$ cat src/design/ccd_pkg.sv
`default_nettype none

package ccd_pkg;

  // Field widths of the streams.
  localparam int unsigned IdxW  = 10;
  localparam int unsigned ByteW = 8;
  localparam int unsigned TimeW = 48;
  localparam int unsigned SumW  = 32;
  localparam int unsigned CntW  = 32;

  // The checksum rotates left by RotL, which is a right rotation by RotR.
  localparam int unsigned RotL = 5;
  localparam int unsigned RotR = SumW - RotL;

  localparam int unsigned TableDepthDef = 1024;

  // Stream word widths, padded to whole bytes.
  localparam int unsigned InDataW  = 72;
  localparam int unsigned OutDataW = 192;

  // Result buffer depth and pointer width.
  localparam int unsigned OutDepth = 3;
  localparam int unsigned OutPtrW  = 2;

  // One chunk table entry.
  typedef struct packed {
    logic [TimeW-1:0] change_ms;
    logic [TimeW-1:0] scan_ms;
    logic [CntW-1:0]  scans;
    logic             scanned;
    logic             zero;
    logic [SumW-1:0]  sum;
  } entry_t;

  // A finished chunk on its way to the table update.
  typedef struct packed {
    logic [IdxW-1:0]  idx;
    logic [SumW-1:0]  sum;
    logic             zero;
    logic [TimeW-1:0] now;
  } job_t;

  // Result word; the last member sits in the lowest bits.
  typedef struct packed {
    logic [CntW-1:0]  total_changes;
    logic [CntW-1:0]  total_scans;
    logic [TimeW-1:0] change_time;
    logic [CntW-1:0]  scans_of_chunk;
    logic             first_scan;
    logic             chunk_changed;
    logic             chunk_all_zero;
    logic [SumW-1:0]  chunk_checksum;
    logic [IdxW-1:0]  result_chunk;
  } result_t;

  // Status of the table update stage toward the input handshake.
  typedef struct packed {
    logic clearing;
    logic busy;
  } upd_status_t;

  function automatic logic [SumW-1:0] fold(input logic [SumW-1:0] h,
                                           input logic [ByteW-1:0] b);
    logic [SumW-1:0] rot;
    rot  = {h[RotR-1:0], h[SumW-1:RotR]};
    fold = rot ^ {{(SumW-ByteW){1'b0}}, b};
  endfunction

endpackage

`default_nettype wire

$ cat src/design/ccd_front.sv
`default_nettype none

module ccd_front #(
  parameter int unsigned TABLE_DEPTH = ccd_pkg::TableDepthDef
) (
  input  wire logic                        clk_i,
  input  wire logic                        rst_ni,
  input  wire logic                        accept_i,
  input  wire logic [ccd_pkg::IdxW-1:0]    idx_i,
  input  wire logic [ccd_pkg::ByteW-1:0]   byte_i,
  input  wire logic                        last_i,
  input  wire logic [ccd_pkg::TimeW-1:0]   now_i,
  output logic                             job_valid_o,
  output ccd_pkg::job_t                    job_o
);

  logic [ccd_pkg::SumW-1:0] hash_q, hash_d, hash_next;
  logic                     zero_q, zero_d, zero_next;
  logic                     in_range;

  assign hash_next = ccd_pkg::fold(hash_q, byte_i);
  assign zero_next = zero_q & (byte_i == '0);
  assign in_range  = 32'(idx_i) < 32'(TABLE_DEPTH);

  always_comb begin
    hash_d = hash_q;
    zero_d = zero_q;
    if (accept_i) begin
      if (last_i) begin
        hash_d = '0;
        zero_d = 1'b1;
      end else begin
        hash_d = hash_next;
        zero_d = zero_next;
      end
    end
  end

  always_ff @(posedge clk_i or negedge rst_ni) begin
    if (!rst_ni) begin
      hash_q <= '0;
      zero_q <= 1'b1;
    end else begin
      hash_q <= hash_d;
      zero_q <= zero_d;
    end
  end

  // An all-zero chunk reports a checksum of zero.
  assign job_valid_o = accept_i & last_i & in_range;
  assign job_o.idx   = idx_i;
  assign job_o.sum   = zero_next ? '0 : hash_next;
  assign job_o.zero  = zero_next;
  assign job_o.now   = now_i;

endmodule

`default_nettype wire

$ cat config.mk
export PLATFORM = sky130hd
export DESIGN_NAME = ccd_front
export DESIGN_NICKNAME = d
export VERILOG_FILES = /design/src/design/ccd_pkg.sv /design/src/design/ccd_front.sv
export SDC_FILE = /design/constraint.sdc
export NUM_CORES = 1
export LEC_CHECK = 0
export BUFFER_PORTS_ARGS = -buffer_cell sky130_fd_sc_hd__buf_2
export CAP_MARGIN = 20
export CORE_MARGIN = 3
export CORE_UTILIZATION = 42
export CTS_BUF_LIST = sky130_fd_sc_hd__clkbuf_8
export DETAILED_ROUTE_END_ITERATION = 8
export GPL_ROUTABILITY_DRIVEN = 0
export MAX_ROUTING_LAYER = met4
export PLACE_DENSITY_LB_ADDON = 0.12
export RECOVER_POWER = 50
export SLEW_MARGIN = 40
export SYNTH_ARGS = -nofsm -noshare
export SYNTH_HDL_FRONTEND = slang
export SYNTH_SLANG_ARGS = --single-unit
$ cat constraint.sdc
create_clock -name clk_i -period 1.35 [get_ports clk_i]
set_input_delay 0.0675 -clock clk_i [delete_from_list [all_inputs] [get_ports clk_i]]
set_output_delay 0.0675 -clock clk_i [all_outputs]
set_load 0.01 [all_outputs]
# Word level (Yosys, flattened, before mapping)

Index checks and enable logic that the tools add are counted.

Logic and storage cells: 9
Register bits: 33
Output and inout port bits: 92
Input port bits: 70

Bitwise gates (word level): 3
Reduce and logical (&&, ||, !) cells: 1
Multiplexer cells: 3

Operators with widths:

| kind             | count |
|---|---|
| $mux W32         | 2 |
| $xor A32 B8 Y32  | 1 |
| $logic_not A8 Y1 | 1 |
| $and A1 B1 Y1    | 2 |
| $mux W1          | 1 |

# Logic depth before layout (Yosys ltp)

Word-level depth: 3
Mapped depth: 4
Gate-level depth less buffers: 2

# Worst setup path before layout

OpenSTA, ideal clock, no wires.

Path kind: register -> output
Start: register zero_q
End: output port job_o[48] (netlist name)
Data required time: 1.283 ns
Path slack: 0.101 ns
Buffers on the path: 1
Data arrival time: 1.181 ns
Cell stages (with the launch flop): 4
Cells stage by stage: dfstp_2 > nor4b_4 > and3_1 > buf_4

Longest elaborated chain between the ends: 1

RTL lines:

| item                   | line            | text |
|---|---|---|
| start, declared        | ccd_front.sv:18 | `logic zero_q, zero_d, zero_next;` |
| start signal, assigned | ccd_front.sv:45 | `zero_q <= zero_d;` |
| $and A1 B1 Y1          | ccd_front.sv:22 | `assign zero_next = zero_q & (byte_i == '0);` |
| end, declared          | ccd_front.sv:14 | `output ccd_pkg::job_t job_o` |

Every way passes these cells.

==> impl_metrics.yaml <==
power:
  cellLeakagePower_nw: 0.9919
  p_per_area_nw_per_um2: 1069
  switchingPower_uw: 630.9
  swShare: 0.2734
  finalPower_mw: 2.308
  internal_power_mw: 1.677
  clockPowerShare: 0.355
  p_seq_frac: 0.469
  peakVddDrop_uv: 497.0
  comb_power_share: 0.177
yosys:
  synthTopCellsByArea: "dfrtp_1, buf_4, a31oi_1"
  synth_top_cell_by_area: "dfrtp_1"
  synth_cell_type_count: 21
  synth_fa_ha_area_frac: 0
  synth_xor_area_frac: 0.03213
  synth_top_family_by_area: "buffers and inverters"
  ys_seq_area_frac: 0.3792
  synthesis.nets: 315
  synth_compound_area_frac: 0.1744
  netlist.area_leader.share: 0.3672
  muxShareOfSynthArea: 0.005164
  postSynthAreaPerCell_um2: 8.901
  yosys_warnings: 0
  synthesis.area_um2: 2181
  ys_ff_latch: 33
  synthSimpleGateAreaFrac: 0.1050
  postSynthCellCount: 245
route:
  wl_per_cell_um: 15.49
  drt-initial-drc-count: 80
  vias_per_cell: 5.060
  drt-total-wl_um: 4617
  drc: 0
  drt_pass1_iterations: 4
  ant_nets: 0
  vias: 1508
min_path:
  hold_path.class: "in2out"
cts:
  postCtsSetupBuffers: 0
  htree_num_levels: 2
  cts_buffers: 5
  cts_sinks: 33
  clk_pin_slew_ns: 0.06
  cts_tree: "yes"
  cts-resized-gates: 0
  clockBufferDepth: 2
  cts_root_buffer: "clkbuf_8"
  insertion_delay_ns: 0.28
sta:
  fmax_mhz: 615.0
  setup-violations-final: 33
  slew_violations: 0
  relSlewSlack: 0.7168
  tightest_slew_ns: 0.4248
  finalCritPeriodShare: 1.204
  fin_tns_setup_ns: -8.111
  whs_ns: 0.1350
  hold_violations: 0
  fin_ws_ns: -0.2760
  rsz0062_at_grt: "yes"
  min_period_ns: 1.626
  finClkSkew_ns: 0.002846
layout:
  nFillCells: 532
  layout.nets: 300
  num_antenna_cells: 0
  utilization: 0.4426
  areaGrowthSynthToFinish_pct: -0.9754
  layout-drive-gt1-share: 0.2857
  multi_input_area_um2: 699.4
  final_cell_mix: "buf_2, inv_1, a31oi_1, dfrtp_1, nand3b_1"
  area.sequential_um2: 827.0
  final_common_cell: "buf_2"
global_routing:
  grt-ovfl-total: 0
  grtUsageTotal: 0.1683
  first_global_vias: 1546
  antenna_found_initial: 0
  grt_max_degree: 47
  grt_pass1_wl_um: 7852
floorplanning:
  initial_core_util: 0.4469
  io-pin-count: 162
  rows: 25
  die_area_um2: 6093
  dieHeight_um: 78.06
  die_x_um: 78.06
  coreArea_um2: 4880
worst_setup_path:
  worstPathArrival_ns: 1.56
  critical_path.max_fanout: 24
  cp_data_required_time_ns: 1.28
  end_kind: "output pin"
  cp-start-kind: "flip-flop"
  critPathKind: "reg2out"
run_status:
  failed_checks: "setup timing"
  status: "complete, but fails checks"
placed_design:
  hpwl_um: 3293
  io_buffer_count: 45
  pre_cts_slack_ns: 0.03213
flow_run:
  maxCapViolations: 0
==> metrics by stage <==
step / std cells / area, um^2
2_1_floorplan: 245 / 2181
3_3_place_gp: 289 / 2048
3_5_place_dp: 289 / 2048
4_1_cts: 298 / 2160
5_1_grt: 298 / 2160
6_report: 298 / 2160
==> logic make-up after synthesis <==
group	count (synthesis)
flops	33
xor+xnor	8
simple gates	29
mux	1
compound gates	65
buf+inv	109
==> worst paths after layout <==
path / start / to / slack [ns] / depth (start not counted)
max in group asynchronous: rst_ni / zero_q$_DFFE_PN1P_ / 0.68 / 3
worst max-delay path: zero_q$_DFFE_PN1P_ / job_o[48] / -0.28 / 4
worst min-delay path: now_i[15] / job_o[15] / 0.14 / 0
min in group asynchronous: rst_ni / hash_q[29]$_DFFE_PN0P_ / 0.34 / 3
worst max register to register: zero_q$_DFFE_PN1P_ / zero_q$_DFFE_PN1P_ / 0.12 / 3
worst min register to register: hash_q[7]$_DFFE_PN0P_ / hash_q[12]$_DFFE_PN0P_ / 0.51 / 2
==> area by class of cell <==
cell class | count | area share
Clock buffer | 7 | 0.04461
Clock inverter | 1 | 0.002317
Inverter | 32 | 0.05562
Multi-Input combinational cell | 103 | 0.3239
Sequential cell | 33 | 0.3830
Tap cell | 67 | 0.03882
Timing Repair Buffer | 55 | 0.1518
==> routing by layer <==
| layer | routed length, um | track usage | vias up |
|---|---|---|---|
| li1 | - | - | 737 |
| met5 | 0 | - | - |
| met2 | 2128 | 0.2551 | 57 |
| met4 | 99 | 0.08217 | 0 |
| met3 | 342 | 0.04472 | 19 |
| met1 | 2047 | 0.2089 | 695 |
==> sequential cells by signal, indices dropped and copies added, names as in the netlist <==
name,count
zero_q,1
hash_q,32
==> what timing repair did <==
action / CTS / global route
hold buffers: 1 / 0
endpoints found under the setup margin: 33 / 33
endpoints found under the hold margin: 32 / 0
==> synthesized netlist by cell type <==
| library cell | n |
|---|---|
| a31o_1 | 1 |
| a31oi_1 | 32 |
| and2_1 | 1 |
| and3_1 | 1 |
| buf_2 | 8 |
| buf_4 | 59 |
| buf_6 | 3 |
| clkbuf_1 | 7 |
| dfrtp_1 | 32 |
| dfstp_2 | 1 |
| inv_1 | 32 |
| mux2_1 | 1 |
| nand2b_1 | 1 |
| nand3b_1 | 23 |
| nor2_1 | 1 |
| nor3_2 | 1 |
| nor4b_4 | 1 |
| o21ai_0 | 5 |
| o21ai_1 | 18 |
| o22ai_1 | 9 |
| xnor2_1 | 8 |
==> power groups by stage <==
stage	clock network, mW	logic, mW	registers [mW]
5_1_grt	0.882	0.459	1.09
3_5_place_dp	0	0.415	1.10
2_1_floorplan	0	0.426	1.09
3_3_place_gp	0	0.415	1.10
6_report	0.818	0.408	1.08
4_1_cts	0.847	0.419	1.08
==> worst max-delay path, stage by stage, from the launching register on <==
cell,delay [ns]
dfstp_2,0.53
nor4b_4,0.26
buf_12,0.21
and3_1,0.16
buf_2,0.12
(Power assumes the default switching activity.)
