### config.mk
export PLATFORM = sky130hd
export DESIGN_NAME = ccd_out_buf
export DESIGN_NICKNAME = d
export VERILOG_FILES = /design/src/design/ccd_pkg.sv /design/src/design/ccd_out_buf.sv
export SDC_FILE = /design/constraint.sdc
export NUM_CORES = 1
export LEC_CHECK = 0
export ABC_AREA = 1
export BUFFER_PORTS_ARGS = -buffer_cell sky130_fd_sc_hd__buf_2
export CORE_MARGIN = 2
export CORE_UTILIZATION = 55
export CTS_BUF_LIST = sky130_fd_sc_hd__clkbuf_8
export CTS_CLUSTER_DIAMETER = 120
export DETAILED_ROUTE_END_ITERATION = 8
export PLACE_DENSITY = 0.79
export SETUP_SLACK_MARGIN = 0.02
export SYNTH_ARGS = -nofsm -noshare
export SYNTH_HDL_FRONTEND = slang
export SYNTH_SLANG_ARGS = --single-unit
### constraint.sdc
create_clock -name clk_i -period 11.43 [get_ports clk_i]
set_input_delay 2.286 -clock clk_i [delete_from_list [all_inputs] [get_ports clk_i]]
set_output_delay 2.286 -clock clk_i [all_outputs]
set_load 0.01 [all_outputs]
### src/design/ccd_pkg.sv
`default_nettype none

package ccd_pkg;

  // Field widths of the streams.
  localparam int unsigned IdxW  = 10;
  localparam int unsigned ByteW = 8;
  localparam int unsigned TimeW = 48;
  localparam int unsigned SumW  = 32;
  localparam int unsigned CntW  = 32;

  // The checksum rotates left by RotL, which is a right rotation by RotR.
  localparam int unsigned RotL = 5;
  localparam int unsigned RotR = SumW - RotL;

  localparam int unsigned TableDepthDef = 1024;

  // Stream word widths, padded to whole bytes.
  localparam int unsigned InDataW  = 72;
  localparam int unsigned OutDataW = 192;

  // Result buffer depth and pointer width.
  localparam int unsigned OutDepth = 3;
  localparam int unsigned OutPtrW  = 2;

  // One chunk table entry.
  typedef struct packed {
    logic [TimeW-1:0] change_ms;
    logic [TimeW-1:0] scan_ms;
    logic [CntW-1:0]  scans;
    logic             scanned;
    logic             zero;
    logic [SumW-1:0]  sum;
  } entry_t;

  // A finished chunk on its way to the table update.
  typedef struct packed {
    logic [IdxW-1:0]  idx;
    logic [SumW-1:0]  sum;
    logic             zero;
    logic [TimeW-1:0] now;
  } job_t;

  // Result word; the last member sits in the lowest bits.
  typedef struct packed {
    logic [CntW-1:0]  total_changes;
    logic [CntW-1:0]  total_scans;
    logic [TimeW-1:0] change_time;
    logic [CntW-1:0]  scans_of_chunk;
    logic             first_scan;
    logic             chunk_changed;
    logic             chunk_all_zero;
    logic [SumW-1:0]  chunk_checksum;
    logic [IdxW-1:0]  result_chunk;
  } result_t;

  // Status of the table update stage toward the input handshake.
  typedef struct packed {
    logic clearing;
    logic busy;
  } upd_status_t;

  function automatic logic [SumW-1:0] fold(input logic [SumW-1:0] h,
                                           input logic [ByteW-1:0] b);
    logic [SumW-1:0] rot;
    rot  = {h[RotR-1:0], h[SumW-1:RotR]};
    fold = rot ^ {{(SumW-ByteW){1'b0}}, b};
  endfunction

endpackage

`default_nettype wire

### src/design/ccd_out_buf.sv
`default_nettype none

module ccd_out_buf (
  input  wire logic                          clk_i,
  input  wire logic                          rst_ni,
  input  wire logic                          push_i,
  input  wire ccd_pkg::result_t              data_i,
  output logic                               valid_o,
  input  wire logic                          ready_i,
  output ccd_pkg::result_t                   data_o,
  output logic [ccd_pkg::OutPtrW-1:0]        count_o
);

  ccd_pkg::result_t                slot_q [ccd_pkg::OutDepth];
  logic [ccd_pkg::OutPtrW-1:0]     wr_ptr_q, wr_ptr_d;
  logic [ccd_pkg::OutPtrW-1:0]     rd_ptr_q, rd_ptr_d;
  logic [ccd_pkg::OutPtrW-1:0]     count_q, count_d;
  logic                            pop;

  assign valid_o = count_q != '0;
  assign pop     = valid_o & ready_i;
  assign data_o  = slot_q[rd_ptr_q];
  assign count_o = count_q;

  always_comb begin
    wr_ptr_d = wr_ptr_q;
    rd_ptr_d = rd_ptr_q;
    count_d  = count_q;
    if (push_i) begin
      wr_ptr_d = (wr_ptr_q == ccd_pkg::OutPtrW'(ccd_pkg::OutDepth - 1)) ? '0 : wr_ptr_q + 1'b1;
    end
    if (pop) begin
      rd_ptr_d = (rd_ptr_q == ccd_pkg::OutPtrW'(ccd_pkg::OutDepth - 1)) ? '0 : rd_ptr_q + 1'b1;
    end
    if (push_i && !pop) begin
      count_d = count_q + 1'b1;
    end else if (pop && !push_i) begin
      count_d = count_q - 1'b1;
    end
  end

  always_ff @(posedge clk_i or negedge rst_ni) begin
    if (!rst_ni) begin
      wr_ptr_q <= '0;
      rd_ptr_q <= '0;
      count_q  <= '0;
    end else begin
      wr_ptr_q <= wr_ptr_d;
      rd_ptr_q <= rd_ptr_d;
      count_q  <= count_d;
    end
  end

  always_ff @(posedge clk_i) begin
    if (push_i) begin
      slot_q[wr_ptr_q] <= data_i;
    end
  end

endmodule

`default_nettype wire

Word level (Yosys, flattened, before mapping)
Memories as Yosys holds them, arrays and structs flattened.
Index checks and enable logic that the tools add are counted.
{ "word_totals": {"regBits": 6, "ram_bits": 567, "in_bits": 193, "out_inout_bits": 192, "elab_cells": 23, "n_memories": 1} }
{ "mem_list": {"columns": ["name", "words", "width", "rd", "rd_clocked_by_memory_dff", "write_ports", "line", "source"], "rows": [
  ["slot_q", 3, 189, 1, 0, 1, "ccd_out_buf.sv:14", "ccd_pkg::result_t slot_q [ccd_pkg::OutDepth];"]
]} }
{ "op_classes": {"addsub": 4, "eq_ne": 2, "muxes": 6, "bitwise_logic": 1, "n_reduce_logical": 6} }
{ "ops": {"columns": ["op", "n"], "rows": [
  ["2-to-1 mux 2 bit", 4],
  ["adder 2 x 1 -> 2 bit (second input constant)", 3],
  ["== test 2 bit (second input constant)", 2],
  ["nonzero test 2 bit", 2],
  ["logical AND 1 bit", 2],
  ["logical NOT 1 bit", 2],
  ["2-to-1 mux 1 bit", 2],
  ["subtractor 2 x 1 -> 2 bit (second input constant)", 1],
  ["bitwise AND 1 bit", 1]
]} }

Logic depth before layout (Yosys ltp)
Gate-level depths: netlist of run 1.
{ "logic_depth": {"ltp_word": 5, "depth_mapped": 9} }

Least setup slack after synthesis of run 1
Ideal clock, no wire load.
{ "synth_path": {"kind": "in2reg", "startpoint": "in push_i", "endpoint": "mem slot_q[2][0] (netlist name) (enable)", "arrival_time_ns": 10.249, "required_time_ns": 10.684, "setup_slack_ns": 0.435, "cell_stages": 2, "path_buffers": 0, "path_cell_list": "nand2_1 > nor2_1"} }
{ "synth_between": {"elab_chain_len": 2} }
{ "synth_lines": {"columns": ["element", "line", "source"], "rows": [
  ["start: declaration", "ccd_out_buf.sv:6", "input wire logic push_i,"],
  ["2-to-1 mux 1 bit", "ccd_out_buf.sv:55", "if (push_i) begin"],
  ["2-to-1 mux 1 bit (not written as such)", "ccd_out_buf.sv:56", "slot_q[wr_ptr_q] <= data_i;"],
  ["end: declaration", "ccd_out_buf.sv:14", null]
]} }
No other way between the ends.

==> results.md, run 1 <==
- Mapped cell area: 20700 um^2
- Critical path's largest stage delay: between 0.9 and 1 ns
- WL per Instance: 18.6 um
- Non-filler instance count after layout: 2437
- Hold Crit Class: reg2reg
- Worst VDD drop: around 0.00022 V
- NetSw: 2290 uW
- Row count: 71
- Largest family of logic cells by synthesized area: simple AND/OR/NAND/NOR gates
- Unique cell type count in the Yosys netlist: 16
- Period utilisation layout: 50.6%
- Die H: 198 um
- RSZ-0062 raised after global routing: false
- Gate Count Post-Synth: 1424
- First-pass GRT wire length: 66.6 mm
- Post-Route WL: 45.2 mm
- PD cells: around 260 nW/um^2
- Worst path arrival time: 3.50 ns
- Pint: 4180 uW
- Clock power frac: between 20% and 30%
- Area delta synth->final: 19.6%
- Final Hold Fails: 0
- CTS buffer count: 88
- Synth Net Count: 1618
- Core footprint: 37400 um^2
- Final setup vio count: 0
- Hold-fix buffers at CTS: 0
- Tightest Pin Transition: 1.18 ns
- DIE WIDTH: a little under 200 um
- CP cell instances: nor2_4 > buf_4 > nand2_1 > nand3_1 > buf_2
- # Max-Cap Violations: 0
- Share of layout cells above drive strength 1: 26.9%
- Syn avg cell area: 14.5 um^2
- Adder-Cell Fraction of Synth Area: 0.0604%
- Flop pwr share: a little over two fifths
- Register bit total from synthesis: between 500 and 600
- Logic pwr share: around a third
- Clock transition at path regs: 0.06 ns
- Vias in the first global route: 12500
- Antenna Violating Nets Remaining: 0
- Max FO, Critical Path: 89
- Placed Cells incl. Taps: 2269
- Root Buffer: clkbuf_8
- Fin crit period: 5.79 ns
- Mux cell area share after synthesis: 0%
- Leak: ~0.0096 uW
- Vias: ~13000
- Post_cts resized: 0
- Final clock skew: about 0.020 ns
- Normalized max-slew margin: 20.9%
- Total GRT Usage: 22.5%
- Slowest cell on crit path: nor2_4
- Status: completed
- Antenna violations before repair: 15
- Crit end category: output port
- Worst EP required: 9.14 ns
- Largest net degree at the start of global routing: 128
- Clk buf depth: 3
- H-tree depth: 3
- XOR/XNOR share of the synthesized area: less than 1%
- Residual DRC: 0
- Post-synthesis simple-gate area fraction: about 15%
- Post-synthesis compound-gate area fraction: 0.0484%
- Port bufs: 384
- Crit path kind: reg2out
- DP Wirelength: 26.4 mm
- CTS sink cnt: about 570
- Starting Density: between 50% and 60%
- Grt ovf: 0
- Initial DRC count: 942
- Switch share: about 35%
- Total setup buffers inserted after CTS: 0
- Fmax: 173 MHz
- Net count, final: 2042
- Sequential area share after synthesis: between 80 and 90%
- Synth warn: 0
- TritonCTS clock tree: built
- Pins Over Slew Limit: 0
- CP startpoint kind: flip-flop
- Final TNS setup: 0 ns
- I/O pin count: 385
- DR vias/cell: ~5.2
- Placer Congestion: approximately 0.76
- Initial DRT Pass Iterations: 5
- Die area: between 30000 and 40000 um^2
- Worst-skew pair later-pin latency: 0.61 ns
==> cells in the final DEF (no fill, tap or decap), drive strengths merged <==
cell type | netlist | routed
nand2 | 578 | 578
edfxtp | 567 | 567
buf | 40 | 396
nand3 | 194 | 194
clkbuf | 22 | 96
inv | 9 | 38
clkinv | 0 | 26
diode | 0 | 12
dfrtp | 6 | 6
nor2 | 3 | 3
clkinvlp | 0 | 3
o21ai | 2 | 2
bufinv | 0 | 2
xnor2 | 1 | 1
nand4 | 1 | 1
ha | 1 | 1
==> worst paths after layout <==
path	to	cells past startpoint	start	slack [ns]
worst min-delay path	count_o[1]	2	count_o[1]	0.50
worst min register to register	count_o[1]	2	count_o[1]	0.50
worst max register to register	slot_q[1][32]	4	wr_ptr_q[1]	8.57
max in group asynchronous	rd_ptr_q[1]	1	rst_ni	9.78
min in group asynchronous	count_o[1]	1	rst_ni	1.48
worst max-delay path	data_o[94]	5	rd_ptr_q[1]	5.64
==> sequential cells by signal, summed over array words and instances, names as in the netlist <==
signal and flops:
rd_ptr_q 2, wr_ptr_q 2, slot_q 567, count_o 2
==> cells by family (layout without fill, tap and decap cells) <==
family | Yosys count | in the layout
other | 0 | 12
DFF | 573 | 573
adders and majority gates | 1 | 1
buffers and inverters | 71 | 561
AOI/OAI and AO/OA | 2 | 2
xor gates and xnor gates | 1 | 1
and+or+nand+nor | 776 | 776
==> power by group through the flow <==
stage	registers (uW)	clock network, uW	logic [uW]
global placement	2800	0	2120
global route	2800	1670	2350
floorplan	2870	0	1220
finish	2780	1550	2130
CTS	2780	1590	2160
detailed placement	2820	0	2150
==> layer usage <==
layer	part of all wire (%)	vias up	GRT usage [%]	routed length (um)
li1	-	5921	-	-
met1	37	6100	26.4	16800
met2	49	553	37.2	22200
met3	11	87	9.56	5060
met4	2.3	14	8.21	1040
met5	0.20	-	0	91
==> worst max-delay path, delay by kind of cell (launching register included) <==
kind	cells	cell delay, ns
buffers and inverters	2	1.02
and+or+nand+nor	3	1.21
DFF	1	0.51
==> cells in the mapped netlist, drive strengths merged <==
cell      n  area (um^2)
buf      40          201
clkbuf   22         82.6
dfrtp     6          150
edfxtp  567        17000
ha        1         12.5
inv       9         33.8
nand2   578         2170
nand3   194          971
nand4     1         6.26
nor2      3         26.3
o21ai     2         10.0
xnor2     1         8.76
==> per-stage QoR <==
step	total power (uW)	hold slack [ns]	cell area, um^2	utilization, %	setup WS, ns
after floorplan	4090	0.502	20700	-	0.435
after global placement	4920	0.485	23100	61.7	6.31
after detailed placement	4970	0.496	23100	61.7	6.29
after CTS	6520	0.513	24700	66.1	5.57
after global routing	6820	0.535	24700	66.1	5.42
final	6460	0.505	24800	66.2	5.64
==> final cells by class <==
type | instances | area, um^2
Timing Repair Buffer | 396 | 2010
Clock buffer | 96 | 1320
Sequential cell | 573 | 17200
Multi-Input combinational cell | 780 | 3210
Clock inverter | 60 | 309
Tap cell | 511 | 639
Fill cell | 2525 | 12600
Antenna cell | 12 | 30.0
Inverter | 9 | 48.8
Note: power is estimated with default switching activity, not from simulation.
==> inputs of run 2 (changes only) <==
- CORE_UTILIZATION: 55 -> 52
- PLACE_DENSITY: 0.79 -> 0.78
- clock period: 11.43 -> 5.2 ns (I/O delays scaled with it)
==> run 2 against run 1 <==
Power is 120% higher. Combinational power increased by 120%. Setup slack got worse by 4.0 ns. Wire length up 0.55%. Non-clock buffer count rose by 8. Global-route usage down 0.92 points. Sequential share of layout area shrank 0.22 points. Largest cell class unchanged. Highest routed layer unchanged.
==> results.md, run 2 (synthesized netlist as in run 1, its figures left out) <==
- Initial DRC count: just over 900
- Most frequent cells in the layout: nand2_1 (578), edfxtp_1 (567), buf_2 (384)
- Leak: 0.00963 uW
- Pint: 9130 uW
- Clock transition at path regs: 0.06 ns
- Post-place setup slack: 1.97 ns
- Tightest Pin Transition: 0.985 ns
- Status: completed
- Root Buffer: clkbuf_8
- Core footprint: 39500 um^2
- Vias: 12700
- Max FO, Critical Path: between 50 and 60
- Normalized max-slew margin: 34.2%
- Max FFs per register: 567
- PD cells: 571 nW/um^2
- DR vias/cell: a little over 5
- Most flops, register: slot_q
- Setup ws final: approximately 1.6 ns
- Fin crit period: about 3.6 ns
- DP Wirelength: ~27 mm
- Flop pwr share: 43.4%
- Net count, final: 2051
- Grt ovf: 0
- Fmax: ~280 MHz
- DP Area: 23300 um^2
- CTS sink cnt: 573
- Antenna Violating Nets Remaining: 0
- CP cell instances: buf_4 > nand2_1 > nand3_1 > buf_2
- Worst-skew pair later-pin latency: between 0.6 and 0.7 ns
- Worst EP required: 4.16 ns
- Port bufs: around 380
- Die H: 204 um
- Initial DRT Pass Iterations: 5
- Commonest non-fill, non-tap cell in the layout: nand2_1
- Slowest cell on crit path: dfrtp_4
- Post-Route WL: 45.5 mm
- DIE WIDTH: between 200 and 250 um
- WL per Instance: 18.6 um
- Logic pwr share: around a third
- Final clock skew: between 0.02 and 0.025 ns
- NetSw: 5040 uW
- Clk buf depth: 3
- Hold Crit Class: in2async
- Die area: 41400 um^2
- Design area: roughly 25000 um^2
- Residual DRC: 0
- Worst path arrival time: 2.54 ns
- Starting Density: 52.3%
- Share of layout cells above drive strength 1: 26.7%
- H-tree depth: 3
- Final TNS setup: 0 ns
- Area delta synth->final: 20.0%
- Crit end category: output port
- I/O pin count: 385
- CP startpoint kind: flip-flop
- Period utilisation layout: slightly below 70%
- Largest net degree at the start of global routing: 108
- Switch share: roughly 36%
- Critical path's largest stage delay: 0.76 ns
- Hold-fix buffers at CTS: 0
- Post-layout util: between 60% and 70%
- Placer Congestion: 0.766
- Vias in the first global route: 12700
- Post_cts resized: 0
- Antenna violations before repair: 15
- # Max-Cap Violations: 0
- TritonCTS clock tree: built
- CTS buffer count: 89
- Crit path kind: reg2out
- Row count: 73
- RSZ-0062 raised after global routing: false
- Clock power frac: roughly a quarter
- Total GRT Usage: between 20% and 30%
- Pins Over Slew Limit: 0
- First-pass GRT wire length: 67.8 mm
- Total setup buffers inserted after CTS: 0
- Worst VDD drop: 0.000566 V
- Final Hold Fails: 0
- Final setup vio count: 0
## run 2: cell count changes in the layout (fill, tap and decap cells not counted), sizes merged
cell,delta
clkinv,-5
inv,+1
diode,-7
bufinv,-1
clkbuf,-2
buf,+8
## run 2: worst paths after layout
check | from | slack, ns | depth (start not counted) | end
max in group asynchronous | rst_ni | 4.78 | 1 | rd_ptr_q[1]
min reg2reg | count_o[1] | 0.50 | 2 | count_o[1]
max reg2reg | wr_ptr_q[1] | 2.80 | 5 | slot_q[1][55]
min in group clk_i | count_o[1] | 0.50 | 2 | count_o[1]
min | rst_ni | 0.23 | 1 | rd_ptr_q[0]
max | rd_ptr_q[1] | 1.62 | 4 | data_o[82]
## run 2: cell type report
class / count / area [um^2]
Timing Repair Buffer: 404 / 2180
Antenna cell: 5 / 12.5
Tap cell: 525 / 657
Clock buffer: 94 / 1290
Inverter: 9 / 41.3
Fill cell: 2802 / 14700
Clock inverter: 55 / 250
Multi-Input combinational cell: 780 / 3210
Sequential cell: 573 / 17200
## run 2: critical path, delay by kind of cell, from the launching register on
| kind | cells | cell delay (ns) |
|---|---|---|
| simple gates | 2 | 0.34 |
| buf+inv | 2 | 0.78 |
| flops | 1 | 0.76 |
## run 2: power by group through the flow
| stage | Combinational [uW] | Clock (uW) | Sequential, uW |
|---|---|---|---|
| finish | 4730 | 3300 | 6140 |
| global route | 5170 | 3580 | 6200 |
| CTS | 4790 | 3380 | 6140 |
| global placement | 4700 | 0 | 6200 |
| detailed placement | 4760 | 0 | 6230 |
| floorplan | 2700 | 0 | 6220 |
## run 2: metrics by stage
| stage | hold WS (ns) | std cells | power (uW) |
|---|---|---|---|
| 2_1_floorplan | 0.522 | 1424 | 8920 |
| 3_3_place_gp | 0.476 | 2291 | 10900 |
| 3_5_place_dp | 0.485 | 2291 | 11000 |
| 4_1_cts | 0.175 | 2440 | 14300 |
| 5_1_grt | 0.193 | 2443 | 15000 |
| 6_report | 0.231 | 2445 | 14200 |
## run 2: layer usage
layer  GRT usage, %  up-vias  part of all wire [%]
met4           7.27       18                   1.8
met1           25.6     6136                    37
li1               -     5915                     -
met5              0        -                  0.25
met3           8.69       89                    11
met2           36.1      535                    50
